==> config.mk <==
export PLATFORM = sky130hd
export DESIGN_NAME = mesh_block_partition_flat
export DESIGN_NICKNAME = d
export VERILOG_FILES = /design/src/rtl/mbp_pkg.sv /design/src/rtl/mbp_req_if.sv /design/src/rtl/mbp_rsp_if.sv /design/src/rtl/mbp_csr_if.sv /design/src/rtl/mbp_div.sv /design/src/rtl/mesh_block_partition.sv /design/src/flat_wrapper.sv
export SDC_FILE = /design/constraint.sdc
export NUM_CORES = 2
export LEC_CHECK = 0
export BUFFER_PORTS_ARGS = -buffer_cell sky130_fd_sc_hd__buf_2
export CAP_MARGIN = 20
export CORE_ASPECT_RATIO = 1.5
export CORE_MARGIN = 2
export CORE_UTILIZATION = 40
export DETAILED_ROUTE_END_ITERATION = 8
export PLACE_DENSITY = 0.65
export SLEW_MARGIN = 0
export SYNTH_ARGS = -nofsm -noshare
export SYNTH_HDL_FRONTEND = slang
export SYNTH_SLANG_ARGS = --single-unit
==> constraint.sdc <==
create_clock -name clock -period 18.65 [get_ports clock]
set_input_delay 0.9325 -clock clock [delete_from_list [all_inputs] [get_ports clock]]
set_output_delay 0.9325 -clock clock [all_outputs]
set_load 0.01 [all_outputs]
==> src/rtl/mbp_pkg.sv <==
// Shared constants, state encoding and divider control types for the mesh block partitioner.
package mbp_pkg;

   localparam int MAX_CHUNKS = 1024;
   localparam int CELL_BITS  = 16;
   localparam int CHUNK_W    = 11;
   localparam int TASK_W     = 10;
   localparam int NEAR_W     = 12;
   localparam int SQ_W       = 2 * (CHUNK_W - 1) + 1;
   localparam int NY_W       = CHUNK_W + CELL_BITS;
   localparam int PROD_W     = SQ_W + CELL_BITS;
   localparam int DIV_STEPS  = CELL_BITS;
   localparam int DIV_CNT_W  = $clog2(DIV_STEPS);

   localparam logic [NEAR_W-1:0] NEAR_EXTERNAL = '1;

   typedef enum logic [3:0] {
      S_IDLE,
      S_NY,
      S_SQX,
      S_CMP,
      S_DIVC,
      S_PICK,
      S_CHK,
      S_DX,
      S_DY,
      S_DT,
      S_ML,
      S_MB,
      S_MG,
      S_FIN,
      S_OUT
   } state_type;

   typedef struct packed {
      logic                 start;
      logic [CELL_BITS-1:0] dividend;
      logic [CHUNK_W-1:0]   divisor;
   } div_req_type;

   typedef struct packed {
      logic                 done;
      logic [CELL_BITS-1:0] quotient;
      logic [CHUNK_W-1:0]   remainder;
   } div_rsp_type;

endpackage

==> src/rtl/mbp_req_if.sv <==
// Request channel: mesh size and task index.
interface mbp_req_if;
   import mbp_pkg::*;

   logic                 valid;
   logic                 ready;
   logic [CELL_BITS-1:0] mesh_width;
   logic [CELL_BITS-1:0] mesh_height;
   logic [TASK_W-1:0]    task_index;

   modport source (output valid, output mesh_width, output mesh_height,
                   output task_index, input ready);
   modport sink (input valid, input mesh_width, input mesh_height,
                 input task_index, output ready);
endinterface

==> src/rtl/mbp_rsp_if.sv <==
// Response channel: chunk cell range, neighbours and chosen grid.
interface mbp_rsp_if;
   import mbp_pkg::*;

   logic                     valid;
   logic                     ready;
   logic [CELL_BITS-1:0]     range_left;
   logic [CELL_BITS-1:0]     range_right;
   logic [CELL_BITS-1:0]     range_bottom;
   logic [CELL_BITS-1:0]     range_top;
   logic signed [NEAR_W-1:0] near_left;
   logic signed [NEAR_W-1:0] near_right;
   logic signed [NEAR_W-1:0] near_bottom;
   logic signed [NEAR_W-1:0] near_top;
   logic [CHUNK_W-1:0]       grid_cols;
   logic [CHUNK_W-1:0]       grid_rows;
   logic                     task_ok;

   modport source (output valid, output range_left, output range_right,
                   output range_bottom, output range_top, output near_left,
                   output near_right, output near_bottom, output near_top,
                   output grid_cols, output grid_rows, output task_ok, input ready);
   modport sink (input valid, input range_left, input range_right,
                 input range_bottom, input range_top, input near_left,
                 input near_right, input near_bottom, input near_top,
                 input grid_cols, input grid_rows, input task_ok, output ready);
endinterface

==> src/rtl/mbp_csr_if.sv <==
// Configuration write channel carrying the chunk count.
interface mbp_csr_if;
   import mbp_pkg::*;

   logic               valid;
   logic               ready;
   logic [CHUNK_W-1:0] chunk_count;

   modport source (output valid, output chunk_count, input ready);
   modport sink (input valid, input chunk_count, output ready);
endinterface

==> src/rtl/mbp_div.sv <==
// Restoring divider, one quotient bit per cycle, shared by the partition sequencer.
module mbp_div (
   input  logic                clock,
   input  logic                reset,
   input  mbp_pkg::div_req_type req,
   output mbp_pkg::div_rsp_type rsp
);
   import mbp_pkg::*;

   logic                 busy_ff, busy_in;
   logic                 done_ff, done_in;
   logic [DIV_CNT_W-1:0] cnt_ff, cnt_in;
   logic [CHUNK_W-1:0]   rem_ff, rem_in;
   logic [CELL_BITS-1:0] quo_ff, quo_in;
   logic [CHUNK_W-1:0]   dsr_ff, dsr_in;

   logic [CHUNK_W:0]     trial;
   logic [CHUNK_W:0]     diff;
   logic                 fits;

   always_comb begin
      trial = {rem_ff, quo_ff[CELL_BITS-1]};
      fits  = trial >= {1'b0, dsr_ff};
      diff  = trial - {1'b0, dsr_ff};

      busy_in = busy_ff;
      done_in = 1'b0;
      cnt_in  = cnt_ff;
      rem_in  = rem_ff;
      quo_in  = quo_ff;
      dsr_in  = dsr_ff;

      if (req.start) begin
         busy_in = 1'b1;
         cnt_in  = '0;
         rem_in  = '0;
         quo_in  = req.dividend;
         dsr_in  = req.divisor;
      end else if (busy_ff) begin
         rem_in = fits ? diff[CHUNK_W-1:0] : trial[CHUNK_W-1:0];
         quo_in = {quo_ff[CELL_BITS-2:0], fits};
         cnt_in = cnt_ff + DIV_CNT_W'(1);
         if (cnt_ff == DIV_CNT_W'(DIV_STEPS - 1)) begin
            busy_in = 1'b0;
            done_in = 1'b1;
         end
      end
   end

   always_ff @(posedge clock) begin
      if (reset) begin
         busy_ff <= 1'b0;
         done_ff <= 1'b0;
         cnt_ff  <= '0;
      end else begin
         busy_ff <= busy_in;
         done_ff <= done_in;
         cnt_ff  <= cnt_in;
      end
      rem_ff <= rem_in;
      quo_ff <= quo_in;
      dsr_ff <= dsr_in;
   end

   assign rsp.done      = done_ff;
   assign rsp.quotient  = quo_ff;
   assign rsp.remainder = rem_ff;

`ifndef NO_ASSERTIONS
   a_start_idle: assert property (@(posedge clock) disable iff (reset)
      req.start |-> !busy_ff)
      else $error("divider started while busy");
   a_start_busy: assert property (@(posedge clock) disable iff (reset)
      req.start |=> busy_ff)
      else $error("divider did not go busy after start");
   a_done_pulse: assert property (@(posedge clock) disable iff (reset)
      done_ff |=> !done_ff)
      else $error("divider done held longer than one cycle");
`endif

endmodule

==> src/rtl/mesh_block_partition.sv <==
// Mesh block partitioner: splits a mesh into chunk_count chunks and reports one task's chunk.
//
// Usage:
//   csr_bus  : write chunk_count (always ready). Write only while no request is in flight.
//              Zero counts as one chunk; values above 1024 count as 1024.
//   req_bus  : mesh_width, mesh_height, task_index. Ready only while the sequencer is idle.
//   rsp_bus  : cell range, four neighbour chunk numbers (-1 at an external face), grid and
//              task_ok. The response sits in an output register until taken.
// Timing:
//   The divisor search runs on one shared multiplier and one shared 16-step divider.
//   N*y is formed first, then each candidate's square is multiplied by x and compared, up
//   to the first one that meets the aspect threshold; from there each candidate costs one
//   division of the chunk count. The tail runs three divisions, three multiplies and the
//   control states S_PICK, S_CHK, S_FIN and S_OUT. Once a response is loaded, the
//   sequencer returns to idle and takes the next request in the cycle after the load.
//   A task at or above the chunk count skips the tail divisions and multiplies.
// Reset: chunk_count returns to 1, the sequencer goes idle and the response is dropped.
// Stall: a held response does not block the next request; a finished response waits in
//   the sequencer until the output register frees up.
module mesh_block_partition (
   input  logic          clock,
   input  logic          reset,
   mbp_req_if.sink       req_bus,
   mbp_rsp_if.source     rsp_bus,
   mbp_csr_if.sink       csr_bus
);
   import mbp_pkg::*;

   state_type state_ff, state_in;

   logic [CHUNK_W-1:0]   chunk_ff;

   logic [CELL_BITS-1:0] x_ff, x_in;
   logic [CELL_BITS-1:0] y_ff, y_in;
   logic [TASK_W-1:0]    t_ff, t_in;
   logic [CHUNK_W-1:0]   n_ff, n_in;
   logic [CHUNK_W-1:0]   c_ff, c_in;
   logic [SQ_W-1:0]      sq_ff, sq_in;
   logic [NY_W-1:0]      ny_ff, ny_in;
   logic [PROD_W-1:0]    prod_ff, prod_in;
   logic                 found_ff, found_in;
   logic [CHUNK_W-1:0]   gx_ff, gx_in;
   logic [CHUNK_W-1:0]   gy_ff, gy_in;
   logic                 ok_ff, ok_in;
   logic [CELL_BITS-1:0] dx_ff, dx_in;
   logic [CELL_BITS-1:0] dy_ff, dy_in;
   logic [CHUNK_W-1:0]   mx_ff, mx_in;
   logic [CHUNK_W-1:0]   my_ff, my_in;
   logic [TASK_W-1:0]    q_ff, q_in;
   logic [TASK_W-1:0]    r_ff, r_in;
   logic [CELL_BITS-1:0] left_ff, left_in;
   logic [CELL_BITS-1:0] bottom_ff, bottom_in;
   logic [NEAR_W-1:0]    base_ff, base_in;

   logic                 rsp_valid_ff, rsp_valid_in;
   logic [CELL_BITS-1:0] o_left_ff, o_right_ff, o_bottom_ff, o_top_ff;
   logic [NEAR_W-1:0]    o_nl_ff, o_nr_ff, o_nb_ff, o_nt_ff;
   logic [CHUNK_W-1:0]   o_cols_ff, o_rows_ff;
   logic                 o_ok_ff;

   logic                 accept;
   logic                 req_ready;
   logic                 rsp_load;
   logic [CHUNK_W-1:0]   n_clamp;
   logic [SQ_W-1:0]      mul_a;
   logic [CELL_BITS-1:0] mul_b;
   logic [PROD_W-1:0]    mul_p;
   logic                 cond;
   logic                 t_lt_n;
   div_req_type          div_req;
   div_rsp_type          div_rsp;

   logic [CHUNK_W-1:0]   min_x, min_y;
   logic [CELL_BITS-1:0] right_val, top_val;
   logic [NEAR_W-1:0]    nl_val, nr_val, nb_val, nt_val;

   mbp_div u_div (
      .clock (clock),
      .reset (reset),
      .req   (div_req),
      .rsp   (div_rsp)
   );

   assign accept  = req_bus.valid && req_ready;
   assign n_clamp = (chunk_ff == '0) ? CHUNK_W'(1) :
                    (chunk_ff > CHUNK_W'(MAX_CHUNKS)) ? CHUNK_W'(MAX_CHUNKS) : chunk_ff;
   assign mul_p   = PROD_W'(mul_a) * PROD_W'(mul_b);
   assign cond    = PROD_W'(ny_ff) <= prod_ff;
   assign t_lt_n  = {1'b0, t_ff} < n_ff;

   assign csr_bus.ready = 1'b1;
   assign req_bus.ready = req_ready;

   // next state
   always_comb begin
      state_in = state_ff;
      unique case (state_ff)
         S_IDLE: if (accept) state_in = S_NY;
         S_NY:   state_in = S_SQX;
         S_SQX:  state_in = S_CMP;
         S_CMP: begin
            if (cond)               state_in = S_DIVC;
            else if (c_ff == n_ff)  state_in = S_PICK;
            else                    state_in = S_SQX;
         end
         S_DIVC: if (div_rsp.done && div_rsp.remainder == '0) state_in = S_PICK;
         S_PICK: state_in = S_CHK;
         S_CHK:  state_in = t_lt_n ? S_DX : S_OUT;
         S_DX:   if (div_rsp.done) state_in = S_DY;
         S_DY:   if (div_rsp.done) state_in = S_DT;
         S_DT:   if (div_rsp.done) state_in = S_ML;
         S_ML:   state_in = S_MB;
         S_MB:   state_in = S_MG;
         S_MG:   state_in = S_FIN;
         S_FIN:  state_in = S_OUT;
         S_OUT:  if (rsp_load) state_in = S_IDLE;
         default: state_in = S_IDLE;
      endcase
   end

   // sequencer outputs: handshake, multiplier operands, divider requests
   always_comb begin
      req_ready = 1'b0;
      rsp_load  = 1'b0;
      mul_a     = '0;
      mul_b     = '0;
      div_req   = '0;
      unique case (state_ff)
         S_IDLE: req_ready = 1'b1;
         S_NY: begin
            mul_a = SQ_W'(n_ff);
            mul_b = y_ff;
         end
         S_SQX: begin
            mul_a = sq_ff;
            mul_b = x_ff;
         end
         S_CMP: begin
            if (cond) begin
               div_req.start    = 1'b1;
               div_req.dividend = CELL_BITS'(n_ff);
               div_req.divisor  = c_ff;
            end
         end
         S_DIVC: begin
            // next candidate as soon as this one leaves a remainder
            if (div_rsp.done && div_rsp.remainder != '0) begin
               div_req.start    = 1'b1;
               div_req.dividend = CELL_BITS'(n_ff);
               div_req.divisor  = c_ff + CHUNK_W'(1);
            end
         end
         S_PICK: ;
         S_CHK: begin
            if (t_lt_n) begin
               div_req.start    = 1'b1;
               div_req.dividend = x_ff;
               div_req.divisor  = gx_ff;
            end
         end
         S_DX: begin
            if (div_rsp.done) begin
               div_req.start    = 1'b1;
               div_req.dividend = y_ff;
               div_req.divisor  = gy_ff;
            end
         end
         S_DY: begin
            if (div_rsp.done) begin
               div_req.start    = 1'b1;
               div_req.dividend = CELL_BITS'(t_ff);
               div_req.divisor  = gx_ff;
            end
         end
         S_DT: ;
         S_ML: begin
            mul_a = SQ_W'(r_ff);
            mul_b = dx_ff;
         end
         S_MB: begin
            mul_a = SQ_W'(q_ff);
            mul_b = dy_ff;
         end
         S_MG: begin
            mul_a = SQ_W'(gx_ff);
            mul_b = CELL_BITS'(q_ff);
         end
         S_FIN: ;
         S_OUT: rsp_load = !rsp_valid_ff || rsp_bus.ready;
         default: ;
      endcase
   end

   // final result fields
   always_comb begin
      min_x     = ({1'b0, r_ff} < mx_ff) ? {1'b0, r_ff} : mx_ff;
      min_y     = ({1'b0, q_ff} < my_ff) ? {1'b0, q_ff} : my_ff;
      right_val = left_ff + dx_ff + CELL_BITS'({1'b0, r_ff} < mx_ff) - CELL_BITS'(1);
      top_val   = bottom_ff + dy_ff + CELL_BITS'({1'b0, q_ff} < my_ff) - CELL_BITS'(1);
      nl_val    = (r_ff == '0) ? NEAR_EXTERNAL : base_ff - NEAR_W'(1);
      nr_val    = ({1'b0, r_ff} + CHUNK_W'(1) == gx_ff) ? NEAR_EXTERNAL :
                  base_ff + NEAR_W'(1);
      nb_val    = (q_ff == '0) ? NEAR_EXTERNAL : base_ff - NEAR_W'(gx_ff);
      nt_val    = ({1'b0, q_ff} + CHUNK_W'(1) == gy_ff) ? NEAR_EXTERNAL :
                  base_ff + NEAR_W'(gx_ff);
   end

   // datapath registers
   always_comb begin
      x_in      = x_ff;
      y_in      = y_ff;
      t_in      = t_ff;
      n_in      = n_ff;
      c_in      = c_ff;
      sq_in     = sq_ff;
      ny_in     = ny_ff;
      prod_in   = prod_ff;
      found_in  = found_ff;
      gx_in     = gx_ff;
      gy_in     = gy_ff;
      ok_in     = ok_ff;
      dx_in     = dx_ff;
      dy_in     = dy_ff;
      mx_in     = mx_ff;
      my_in     = my_ff;
      q_in      = q_ff;
      r_in      = r_ff;
      left_in   = left_ff;
      bottom_in = bottom_ff;
      base_in   = base_ff;

      unique case (state_ff)
         S_IDLE: begin
            if (accept) begin
               x_in     = req_bus.mesh_width;
               y_in     = req_bus.mesh_height;
               t_in     = req_bus.task_index;
               n_in     = n_clamp;
               c_in     = CHUNK_W'(1);
               sq_in    = SQ_W'(1);
               found_in = 1'b0;
            end
         end
         S_NY:  ny_in   = mul_p[NY_W-1:0];
         S_SQX: prod_in = mul_p;
         S_CMP: begin
            // advance to c+1: (c+1)^2 = c^2 + 2c + 1
            if (!cond && c_ff != n_ff) begin
               c_in  = c_ff + CHUNK_W'(1);
               sq_in = sq_ff + SQ_W'({c_ff, 1'b1});
            end
         end
         S_DIVC: begin
            if (div_rsp.done) begin
               if (div_rsp.remainder == '0) begin
                  found_in = 1'b1;
                  gx_in    = div_rsp.quotient[CHUNK_W-1:0];
                  gy_in    = c_ff;
               end else begin
                  c_in = c_ff + CHUNK_W'(1);
               end
            end
         end
         S_PICK: begin
            // fall back to a strip split when no proper divisor fits
            if (!found_ff || gy_ff == n_ff) begin
               if (x_ff >= y_ff) begin
                  gx_in = n_ff;
                  gy_in = CHUNK_W'(1);
               end else begin
                  gx_in = CHUNK_W'(1);
                  gy_in = n_ff;
               end
            end
         end
         S_CHK: ok_in = t_lt_n;
         S_DX: begin
            if (div_rsp.done) begin
               dx_in = div_rsp.quotient;
               mx_in = div_rsp.remainder;
            end
         end
         S_DY: begin
            if (div_rsp.done) begin
               dy_in = div_rsp.quotient;
               my_in = div_rsp.remainder;
            end
         end
         S_DT: begin
            if (div_rsp.done) begin
               q_in = div_rsp.quotient[TASK_W-1:0];
               r_in = div_rsp.remainder[TASK_W-1:0];
            end
         end
         S_ML: prod_in = mul_p;
         S_MB: begin
            left_in = prod_ff[CELL_BITS-1:0] + CELL_BITS'(1) + CELL_BITS'(min_x);
            prod_in = mul_p;
         end
         S_MG: begin
            bottom_in = prod_ff[CELL_BITS-1:0] + CELL_BITS'(1) + CELL_BITS'(min_y);
            prod_in   = mul_p;
         end
         S_FIN: base_in = prod_ff[NEAR_W-1:0] + NEAR_W'(r_ff) + NEAR_W'(1);
         S_OUT: ;
         default: ;
      endcase
   end

   always_comb begin
      rsp_valid_in = rsp_valid_ff;
      if (rsp_load)
         rsp_valid_in = 1'b1;
      else if (rsp_bus.ready)
         rsp_valid_in = 1'b0;
   end

   always_ff @(posedge clock) begin
      if (reset) begin
         state_ff     <= S_IDLE;
         chunk_ff     <= CHUNK_W'(1);
         rsp_valid_ff <= 1'b0;
         found_ff     <= 1'b0;
      end else begin
         state_ff     <= state_in;
         rsp_valid_ff <= rsp_valid_in;
         found_ff     <= found_in;
         if (csr_bus.valid)
            chunk_ff <= csr_bus.chunk_count;
      end
      x_ff      <= x_in;
      y_ff      <= y_in;
      t_ff      <= t_in;
      n_ff      <= n_in;
      c_ff      <= c_in;
      sq_ff     <= sq_in;
      ny_ff     <= ny_in;
      prod_ff   <= prod_in;
      gx_ff     <= gx_in;
      gy_ff     <= gy_in;
      ok_ff     <= ok_in;
      dx_ff     <= dx_in;
      dy_ff     <= dy_in;
      mx_ff     <= mx_in;
      my_ff     <= my_in;
      q_ff      <= q_in;
      r_ff      <= r_in;
      left_ff   <= left_in;
      bottom_ff <= bottom_in;
      base_ff   <= base_in;
      if (rsp_load) begin
         o_cols_ff   <= gx_ff;
         o_rows_ff   <= gy_ff;
         o_ok_ff     <= ok_ff;
         o_left_ff   <= ok_ff ? left_ff   : '0;
         o_right_ff  <= ok_ff ? right_val : '0;
         o_bottom_ff <= ok_ff ? bottom_ff : '0;
         o_top_ff    <= ok_ff ? top_val   : '0;
         o_nl_ff     <= ok_ff ? nl_val    : '0;
         o_nr_ff     <= ok_ff ? nr_val    : '0;
         o_nb_ff     <= ok_ff ? nb_val    : '0;
         o_nt_ff     <= ok_ff ? nt_val    : '0;
      end
   end

   assign rsp_bus.valid        = rsp_valid_ff;
   assign rsp_bus.range_left   = o_left_ff;
   assign rsp_bus.range_right  = o_right_ff;
   assign rsp_bus.range_bottom = o_bottom_ff;
   assign rsp_bus.range_top    = o_top_ff;
   assign rsp_bus.near_left    = $signed(o_nl_ff);
   assign rsp_bus.near_right   = $signed(o_nr_ff);
   assign rsp_bus.near_bottom  = $signed(o_nb_ff);
   assign rsp_bus.near_top     = $signed(o_nt_ff);
   assign rsp_bus.grid_cols    = o_cols_ff;
   assign rsp_bus.grid_rows    = o_rows_ff;
   assign rsp_bus.task_ok      = o_ok_ff;

`ifndef NO_ASSERTIONS
   a_accept_starts: assert property (@(posedge clock) disable iff (reset)
      accept |=> state_ff == S_NY)
      else $error("accepted request did not start the search");
   a_grid_product: assert property (@(posedge clock) disable iff (reset)
      state_ff == S_OUT |->
         (2*CHUNK_W)'(gx_ff) * (2*CHUNK_W)'(gy_ff) == (2*CHUNK_W)'(n_ff))
      else $error("chosen grid does not cover the chunk count");
   a_bad_task_zero: assert property (@(posedge clock) disable iff (reset)
      rsp_valid_ff && !o_ok_ff |->
         o_left_ff == '0 && o_top_ff == '0 && o_nl_ff == '0 && o_nt_ff == '0)
      else $error("invalid task response carries nonzero range");
`endif

endmodule
==> src/flat_wrapper.sv <==
// flat-port wrapper written by rule: the top's interface ports become plain ports
module mesh_block_partition_flat import mbp_pkg::*;
  (clock, reset, req_bus_valid, req_bus_mesh_width, req_bus_mesh_height, req_bus_task_index, req_bus_ready, rsp_bus_valid, rsp_bus_range_left, rsp_bus_range_right, rsp_bus_range_bottom, rsp_bus_range_top, rsp_bus_near_left, rsp_bus_near_right, rsp_bus_near_bottom, rsp_bus_near_top, rsp_bus_grid_cols, rsp_bus_grid_rows, rsp_bus_task_ok, rsp_bus_ready, csr_bus_valid, csr_bus_chunk_count, csr_bus_ready);
  mbp_req_if req_bus_i ();
  mbp_rsp_if rsp_bus_i ();
  mbp_csr_if csr_bus_i ();
  input  logic clock;
  input  logic reset;
  input wire logic [$bits(req_bus_i.valid)-1:0] req_bus_valid;
  input wire logic [$bits(req_bus_i.mesh_width)-1:0] req_bus_mesh_width;
  input wire logic [$bits(req_bus_i.mesh_height)-1:0] req_bus_mesh_height;
  input wire logic [$bits(req_bus_i.task_index)-1:0] req_bus_task_index;
  output wire logic [$bits(req_bus_i.ready)-1:0] req_bus_ready;
  output wire logic [$bits(rsp_bus_i.valid)-1:0] rsp_bus_valid;
  output wire logic [$bits(rsp_bus_i.range_left)-1:0] rsp_bus_range_left;
  output wire logic [$bits(rsp_bus_i.range_right)-1:0] rsp_bus_range_right;
  output wire logic [$bits(rsp_bus_i.range_bottom)-1:0] rsp_bus_range_bottom;
  output wire logic [$bits(rsp_bus_i.range_top)-1:0] rsp_bus_range_top;
  output wire logic [$bits(rsp_bus_i.near_left)-1:0] rsp_bus_near_left;
  output wire logic [$bits(rsp_bus_i.near_right)-1:0] rsp_bus_near_right;
  output wire logic [$bits(rsp_bus_i.near_bottom)-1:0] rsp_bus_near_bottom;
  output wire logic [$bits(rsp_bus_i.near_top)-1:0] rsp_bus_near_top;
  output wire logic [$bits(rsp_bus_i.grid_cols)-1:0] rsp_bus_grid_cols;
  output wire logic [$bits(rsp_bus_i.grid_rows)-1:0] rsp_bus_grid_rows;
  output wire logic [$bits(rsp_bus_i.task_ok)-1:0] rsp_bus_task_ok;
  input wire logic [$bits(rsp_bus_i.ready)-1:0] rsp_bus_ready;
  input wire logic [$bits(csr_bus_i.valid)-1:0] csr_bus_valid;
  input wire logic [$bits(csr_bus_i.chunk_count)-1:0] csr_bus_chunk_count;
  output wire logic [$bits(csr_bus_i.ready)-1:0] csr_bus_ready;
  assign req_bus_i.valid = req_bus_valid;
  assign req_bus_i.mesh_width = req_bus_mesh_width;
  assign req_bus_i.mesh_height = req_bus_mesh_height;
  assign req_bus_i.task_index = req_bus_task_index;
  assign req_bus_ready = req_bus_i.ready;
  assign rsp_bus_valid = rsp_bus_i.valid;
  assign rsp_bus_range_left = rsp_bus_i.range_left;
  assign rsp_bus_range_right = rsp_bus_i.range_right;
  assign rsp_bus_range_bottom = rsp_bus_i.range_bottom;
  assign rsp_bus_range_top = rsp_bus_i.range_top;
  assign rsp_bus_near_left = rsp_bus_i.near_left;
  assign rsp_bus_near_right = rsp_bus_i.near_right;
  assign rsp_bus_near_bottom = rsp_bus_i.near_bottom;
  assign rsp_bus_near_top = rsp_bus_i.near_top;
  assign rsp_bus_grid_cols = rsp_bus_i.grid_cols;
  assign rsp_bus_grid_rows = rsp_bus_i.grid_rows;
  assign rsp_bus_task_ok = rsp_bus_i.task_ok;
  assign rsp_bus_i.ready = rsp_bus_ready;
  assign csr_bus_i.valid = csr_bus_valid;
  assign csr_bus_i.chunk_count = csr_bus_chunk_count;
  assign csr_bus_ready = csr_bus_i.ready;
  mesh_block_partition u_core (.clock(clock), .reset(reset), .req_bus(req_bus_i), .rsp_bus(rsp_bus_i), .csr_bus(csr_bus_i));
endmodule
# ---- Yosys cells after proc, flatten, opt, wreduce, memory -nomap -nowiden
# Cells that the tools add are included.
dict set report totals {
  regBits 486
  out_inout_bits 138
}
dict set report classes {
  n_eq_ne 31
  n_reduce_logical 34
  multipliers 1
  muxes 58
  bitwise_logic 1
  add_sub_neg 21
  n_lt_le_gt_ge 7
}
# operator count
set ops {}
lappend ops {{$mux W11} 16}
lappend ops {{$mux W28} 5}
lappend ops {{$pmux W28 S5} 1}
lappend ops {{$pmux W21 S5} 1}
lappend ops {{$pmux W16 S5} 1}
lappend ops {{$pmux W4 S15} 1}
lappend ops {{$mux W12} 4}
lappend ops {{$eq A11 B11 Y1} 4}
lappend ops {{$pmux W11 S2} 2}
lappend ops {{$mux W21} 2}
lappend ops {{$pmux W21 S2} 1}
lappend ops {{$le A27 B37 Y1} 1}
lappend ops {{$mul A21 B16 Y37} 1}
lappend ops {{$lt A10 B11 Y1} 3}
lappend ops {{$pmux W11 S3} 1}
lappend ops {{$add A16 B1 Y16} 2}
lappend ops {{$add A16 B11 Y16} 2}
lappend ops {{$add A16 B16 Y16} 2}
lappend ops {{$eq A4 B4 Y1 const B} 8}
lappend ops {{$mux W16} 2}
lappend ops {{$mux W4} 8}
lappend ops {{$sub A16 B1 Y16 const B} 2}
lappend ops {{$add A12 B1 Y12 const B} 2}
lappend ops {{$add A10 B1 Y11 const B} 2}
lappend ops {{39 further kinds} 79}

# ---- Depth between registers and ports, before layout
dict set report logic_depth {
  word_depth 5
  ltp_mapped 31
  depth_no_buf 28
}

# ---- Modules after synthesis
# A second synthesis with hierarchy kept.
dict set report unflattened {
  cells_unflattened 3748
  area_unflattened_um2 37903.9
}
# mod area_per_inst_um2 cells_each instances seq_area_each_um2
set modules_own_cells {}
lappend modules_own_cells {mesh_block_partition 35529.1 3536 1 13102.6}
lappend modules_own_cells {mbp_div 2374.8 212 1 1151.1}

# ---- Worst setup path before layout
# Ideal clock, no wire load.
dict set report synth_path {
  path_kind {input port to flip-flop}
  from {in rsp_bus_ready}
  to {reg u_core.o_cols_ff[0], in the netlist u_core.rsp_bus.grid_cols[0] (enable)}
  t_arrival_ns 10.769
  setup_time_ns 0.823
  path_stages 2
  slack_ns 7.059
  required_ns 17.827
  cell_sequence {nand2b_1 > nor3b_1}
}
dict set report synth_via {
  elab_chain_cells 2
}
# item line_no
set synth_rtl {}
lappend synth_rtl {{start: declaration} flat_wrapper.sv:26} ;# input wire logic [$bits(rsp_bus_i.ready)-1:0] rsp_bus_ready;
lappend synth_rtl {{$logic_or A1 B1 Y1} mesh_block_partition.sv:189} ;# S_OUT: rsp_load = !rsp_valid_ff || rsp_bus.ready;
lappend synth_rtl {{$mux W1} mesh_block_partition.sv:128} ;# unique case (state_ff)
lappend synth_rtl {{net u_core.rsp_load} mesh_block_partition.sv:63} ;# logic rsp_load;
lappend synth_rtl {{end signal: assignment} mesh_block_partition.sv:352} ;# o_cols_ff <= gx_ff;
lappend synth_rtl {{end: declaration} mesh_block_partition.sv:58} ;# logic [CHUNK_W-1:0] o_cols_ff, o_rows_ff;
# The timed path passes the listed nets, and every way through them passes these cells.
# A chain may end at the register's enable or synchronous reset.

# ---- Final worst setup path
dict set report layout_path {
  from {reg u_core.state_ff[3]}
  to {reg u_core.prod_ff[26], data pin}
}
dict set report layout_via {
  elab_chain_cells 3
}
# item line_no
set layout_rtl {}
lappend layout_rtl {{start: declaration} mesh_block_partition.sv:29} ;# state_type state_ff, state_in;
lappend layout_rtl {{start signal: assignment} mesh_block_partition.sv:325} ;# state_ff <= state_in;
lappend layout_rtl {{$eq A4 B4 Y1, or another cell as far along} mesh_block_partition.sv:128}
lappend layout_rtl {{$pmux W21 S5 or $pmux W16 S5 (tied branches)} mesh_block_partition.sv:128}
lappend layout_rtl {{$mul A21 B16 Y37 *} mesh_block_partition.sv:87} ;# assign mul_p = PROD_W'(mul_a) * PROD_W'(mul_b);
lappend layout_rtl {{net u_core.mul_p[26]} mesh_block_partition.sv:67} ;# logic [PROD_W-1:0] mul_p;
lappend layout_rtl {{end signal: assignment} mesh_block_partition.sv:338} ;# prod_ff <= prod_in;
lappend layout_rtl {{end: declaration} mesh_block_partition.sv:40} ;# logic [PROD_W-1:0] prod_ff, prod_in;
# Mark *: on every way through the listed nets, which the timed path passes. The rest lies on a longest branch.

==> impl_metrics.csv <==
group,metric,value,unit
cts,cts_resized,0,
power,report.power.total,3.38,mW
final_layout,proportion_of_layout_cells_with_a_drive_suffix_above_1,9.61,%
sta,timing.final.crit_period,9.59,ns
detailed_routing,antenna_nets_post_route,0,
place,placed_cells_incl_taps,5192,
sta,largest_clock_skew_in_the_final_design,0.0330,ns
detailed_routing,wire_per_inst,22.2,microns
power,p_sw_share,33.7,%
grt,grt_antenna_before_repair,0,
setup_path,worstSetupEndpointType,"flop",
final_layout,antenna_cells,0,
grt,grt_util_all_layers,23.9,%
cts,cts_hold_buf,0,
final_layout,syn_to_final_growth,10.7,%
yosys,synthesis.instances,3859,
sta,timing.final.setup_violations,0,
yosys,synth.cell_area,38200,sq um
die,die_outline_area,98100,sq um
min_path,worst_hold_path_type,"in2reg",
die,initial_utilization,40.4,%
yosys,ys.flop_type,"edfxtp_1",
sta,timing.slew.headroom,22.8,%
detailed_routing,detailedRoute.firstIterationViolations,2548,
final_layout,final_nets,4640,
sta,maxSlewViolCount,0,
setup_path,criticalPathCategory,"reg2reg",
detailed_routing,drt_pre_antenna_iters,9,
detailed_routing,post-route-drc-count,0,
yosys,synth_edf_count,452,
setup_path,cp_data_arrival_time,9.96,ns
place,post_placement_worst_setup_slack,9.22,ns
cts,clock_latency,0.65,ns
power,power_density,79.9,nW/um^2
power,leakage_power_summed_over_all_cells,18.4,nW
final_layout,most-common-layout-cells,"inv_1 (632), edfxtp_1 (452), nand2_1 (408)",
cts,htreeDepth,2,
yosys,yosys_warnings,0,
cts,cts.path.max_buffers,3,
place,numPortBuffers,194,
sta,rsz0062_at_grt,"false",
cts,ctsRootBufferMaster,"clkbuf_16",
grt,first_global_vias,28900,
sta,achievable-frequency,0.104,GHz
power,power.switching,1.14,mW
die,floorplan.core_area,94600,sq um
final_layout,layout.cells.most_common,"inv_1",
power,worst_ir_drop_vdd,0.0743,mV
status,run_status,"complete, no violations",
yosys,avgSynthCellArea,9.90,sq um
sta,worst_slack,9.06,ns
cts,cts_made_buffers,50,
grt,gr-total-overflow,0,
sta,worstMarginPinSlew,1.16,ns
flow_run,cap_violations,0,
cts,clk_pin_slew_worst_paths,0.07,ns
yosys,synth-seq-area-share,37.3,%
yosys,synth_cell_types,77,
power,intPower,2.24,mW
sta,final-hold-violation-count,0,
cts,cts_tree,"done",
place,hpwlAfterDp,92.9,mm
setup_path,startpoint_type,"flop",
setup_path,endpoint_required_time_on_the_critical_path,19.02,ns
die,chipHeight,383,microns
detailed_routing,total_number_of_vias,29000,
power,combPwrFrac,25.9,%
sta,setup_tns,0,ns
sta,layout_worst_path_cycle_share,51.4,%
setup_path,worstPathMaxFanout,26,
final_layout,layout.filler_cells,9132,
power,clkPwrFrac,32.7,%
detailed_routing,finalWirelength,117,mm
place,globalplace.congestion,0.973,
cts,numClockSinks,486,
cts,postCtsSetupBuffers,0,
power,power_frac_seq,41.4,%
final_layout,number_of_standard_cells_in_the_layout_taps_in_and_fillers_out,5287,
die,boundaryPins,196,
grt,grt_first_pass_wirelength,175,mm
yosys,postSynth.asyncResetShare,0,%
detailed_routing,routed_via_density,5.49,
die,horizontal_extent_of_the_die,256,microns
grt,grt_start_max_net_pins,81,
die,core.rowCount,138,
yosys,post_synthesis_sequential_element_count,486,
[routing by layer]
| metal | vias up | global-route usage, % | part of all wire [%] |
|---|---|---|---|
| met4 | 0 | 16.3 | 8.1 |
| met1 | 14100 | 26.6 | 35 |
| met5 | - | 0 | 0 |
| met3 | 379 | 3.74 | 7.2 |
| li1 | 13300 | - | - |
| met2 | 1264 | 41.9 | 49 |
[logic make-up (layout without fill, tap and decap cells)]
logic type	Yosys count	count (layout)	share of synthesized area, %
muxes	43	43	1.18
other	2	3	0.0196
adders and majority gates	597	597	24.9
AOI/OAI and AO/OA	607	607	10.6
DFF	486	486	37.3
buffers and inverters	795	962	7.90
and+or+nand+nor	1143	1143	13.8
xor gates and xnor gates	186	186	4.26
[layout make-up]
cell class                      instances  area (sq um)  share of cell area [%]
Timing Repair Buffer                  234          1280                    3.03
Clock buffer                           58          1290                    3.05
Sequential cell                       486         14300                    33.7
Tap cell                             1260          1580                    3.73
Clock inverter                         36           503                    1.19
Multi-Input combinational cell       2579         21000                    49.7
Inverter                              634          2380                    5.63
[power groups by stage]
stage	Combinational, mW	Sequential [mW]	Clock, mW
final	0.877	1.40	1.10
after global routing	0.977	1.40	1.16
after CTS	0.873	1.39	1.12
after detailed placement	0.867	1.42	0
after global placement	0.855	1.42	0
after floorplan	0.624	1.36	0
[sequential cells by signal (all words and copies together) (netlist names), 16 cells and up]
register and count:
u_core.x_ff 16, u_core.dy_ff 16, u_core.u_div.quo_ff 16, u_core.sq_ff 21, u_core.bottom_ff 16, u_core.dx_ff 16
u_core.rsp_bus.range_top 16, u_core.y_ff 16, u_core.rsp_bus.range_right 16, u_core.ny_ff 27, u_core.rsp_bus.range_left 16, u_core.rsp_bus.range_bottom 16
u_core.prod_ff 37, u_core.left_ff 16
[cell usage after synthesis (11+ instances only)]
library cell,count,area [sq um]
a211oi_1,19,143
a21boi_0,13,97.6
a21o_1,59,443
a21oi_1,157,786
a222oi_1,11,110
a22oi_1,50,375
a31oi_1,28,175
and2_1,55,344
and3_1,42,263
and4_1,11,96.3
clkbuf_1,149,559
dfxtp_1,34,681
edfxtp_1,452,13600
fa_1,273,5470
ha_1,324,4050
inv_1,633,2380
mux2_2,17,191
mux2i_1,26,260
nand2_1,408,1530
nand2b_1,35,219
nand3_1,93,465
nand4_1,29,181
nor2_1,302,1130
nor2b_1,35,219
nor3_1,55,275
nor4_1,22,138
o2111ai_1,13,114
o211ai_1,13,97.6
o21a_1,12,90.1
o21ai_0,123,616
o21bai_1,15,113
o31ai_1,11,82.6
or3_1,16,100
xnor2_1,112,981
xor2_1,74,648
[stage by stage]
step                utilization [%]  instance area (sq um)  hold slack, ns
finish                         44.7                  42300           0.475
global placement               42.8                  40500           0.453
CTS                            44.7                  42300           0.440
global route                   44.7                  42300           0.443
floorplan                         -                  38200           0.445
detailed placement             42.8                  40500           0.470
[worst paths after layout]
check	from	endpoint	slack, ns	depth (start not counted)
worst max register to register	u_core.state_ff[3]	u_core.prod_ff[26]	9.06	26
worst min-delay path	req_bus_task_index[9]	u_core.t_ff[9]	0.48	1
worst min register to register	u_core.u_div.quo_ff[13]	u_core.dy_ff[13]	0.49	0
worst max-delay path	u_core.state_ff[3]	u_core.prod_ff[26]	9.06	26
[worst max-delay path, cell delays in order, from the launching register on]
cell	delay, ns
dfxtp_1	0.70
nand2_1	0.36
nor2_2	0.98
a22oi_1	0.25
nand3_1	0.69
nand2_1	0.17
fa_1	0.53
inv_1	0.06
fa_1	0.53
inv_1	0.05
fa_1	0.50
inv_1	0.06
fa_1	0.58
inv_1	0.07
fa_1	0.54
inv_1	0.06
fa_1	0.48
ha_1	0.40
a21oi_1	0.22
a21boi_0	0.12
a311oi_1	0.33
o21ai_0	0.21
a21oi_1	0.27
o21ai_0	0.17
or4_1	0.46
a2111o_1	0.37
o311ai_0	0.15
Note: power is estimated with default switching activity, not from simulation.
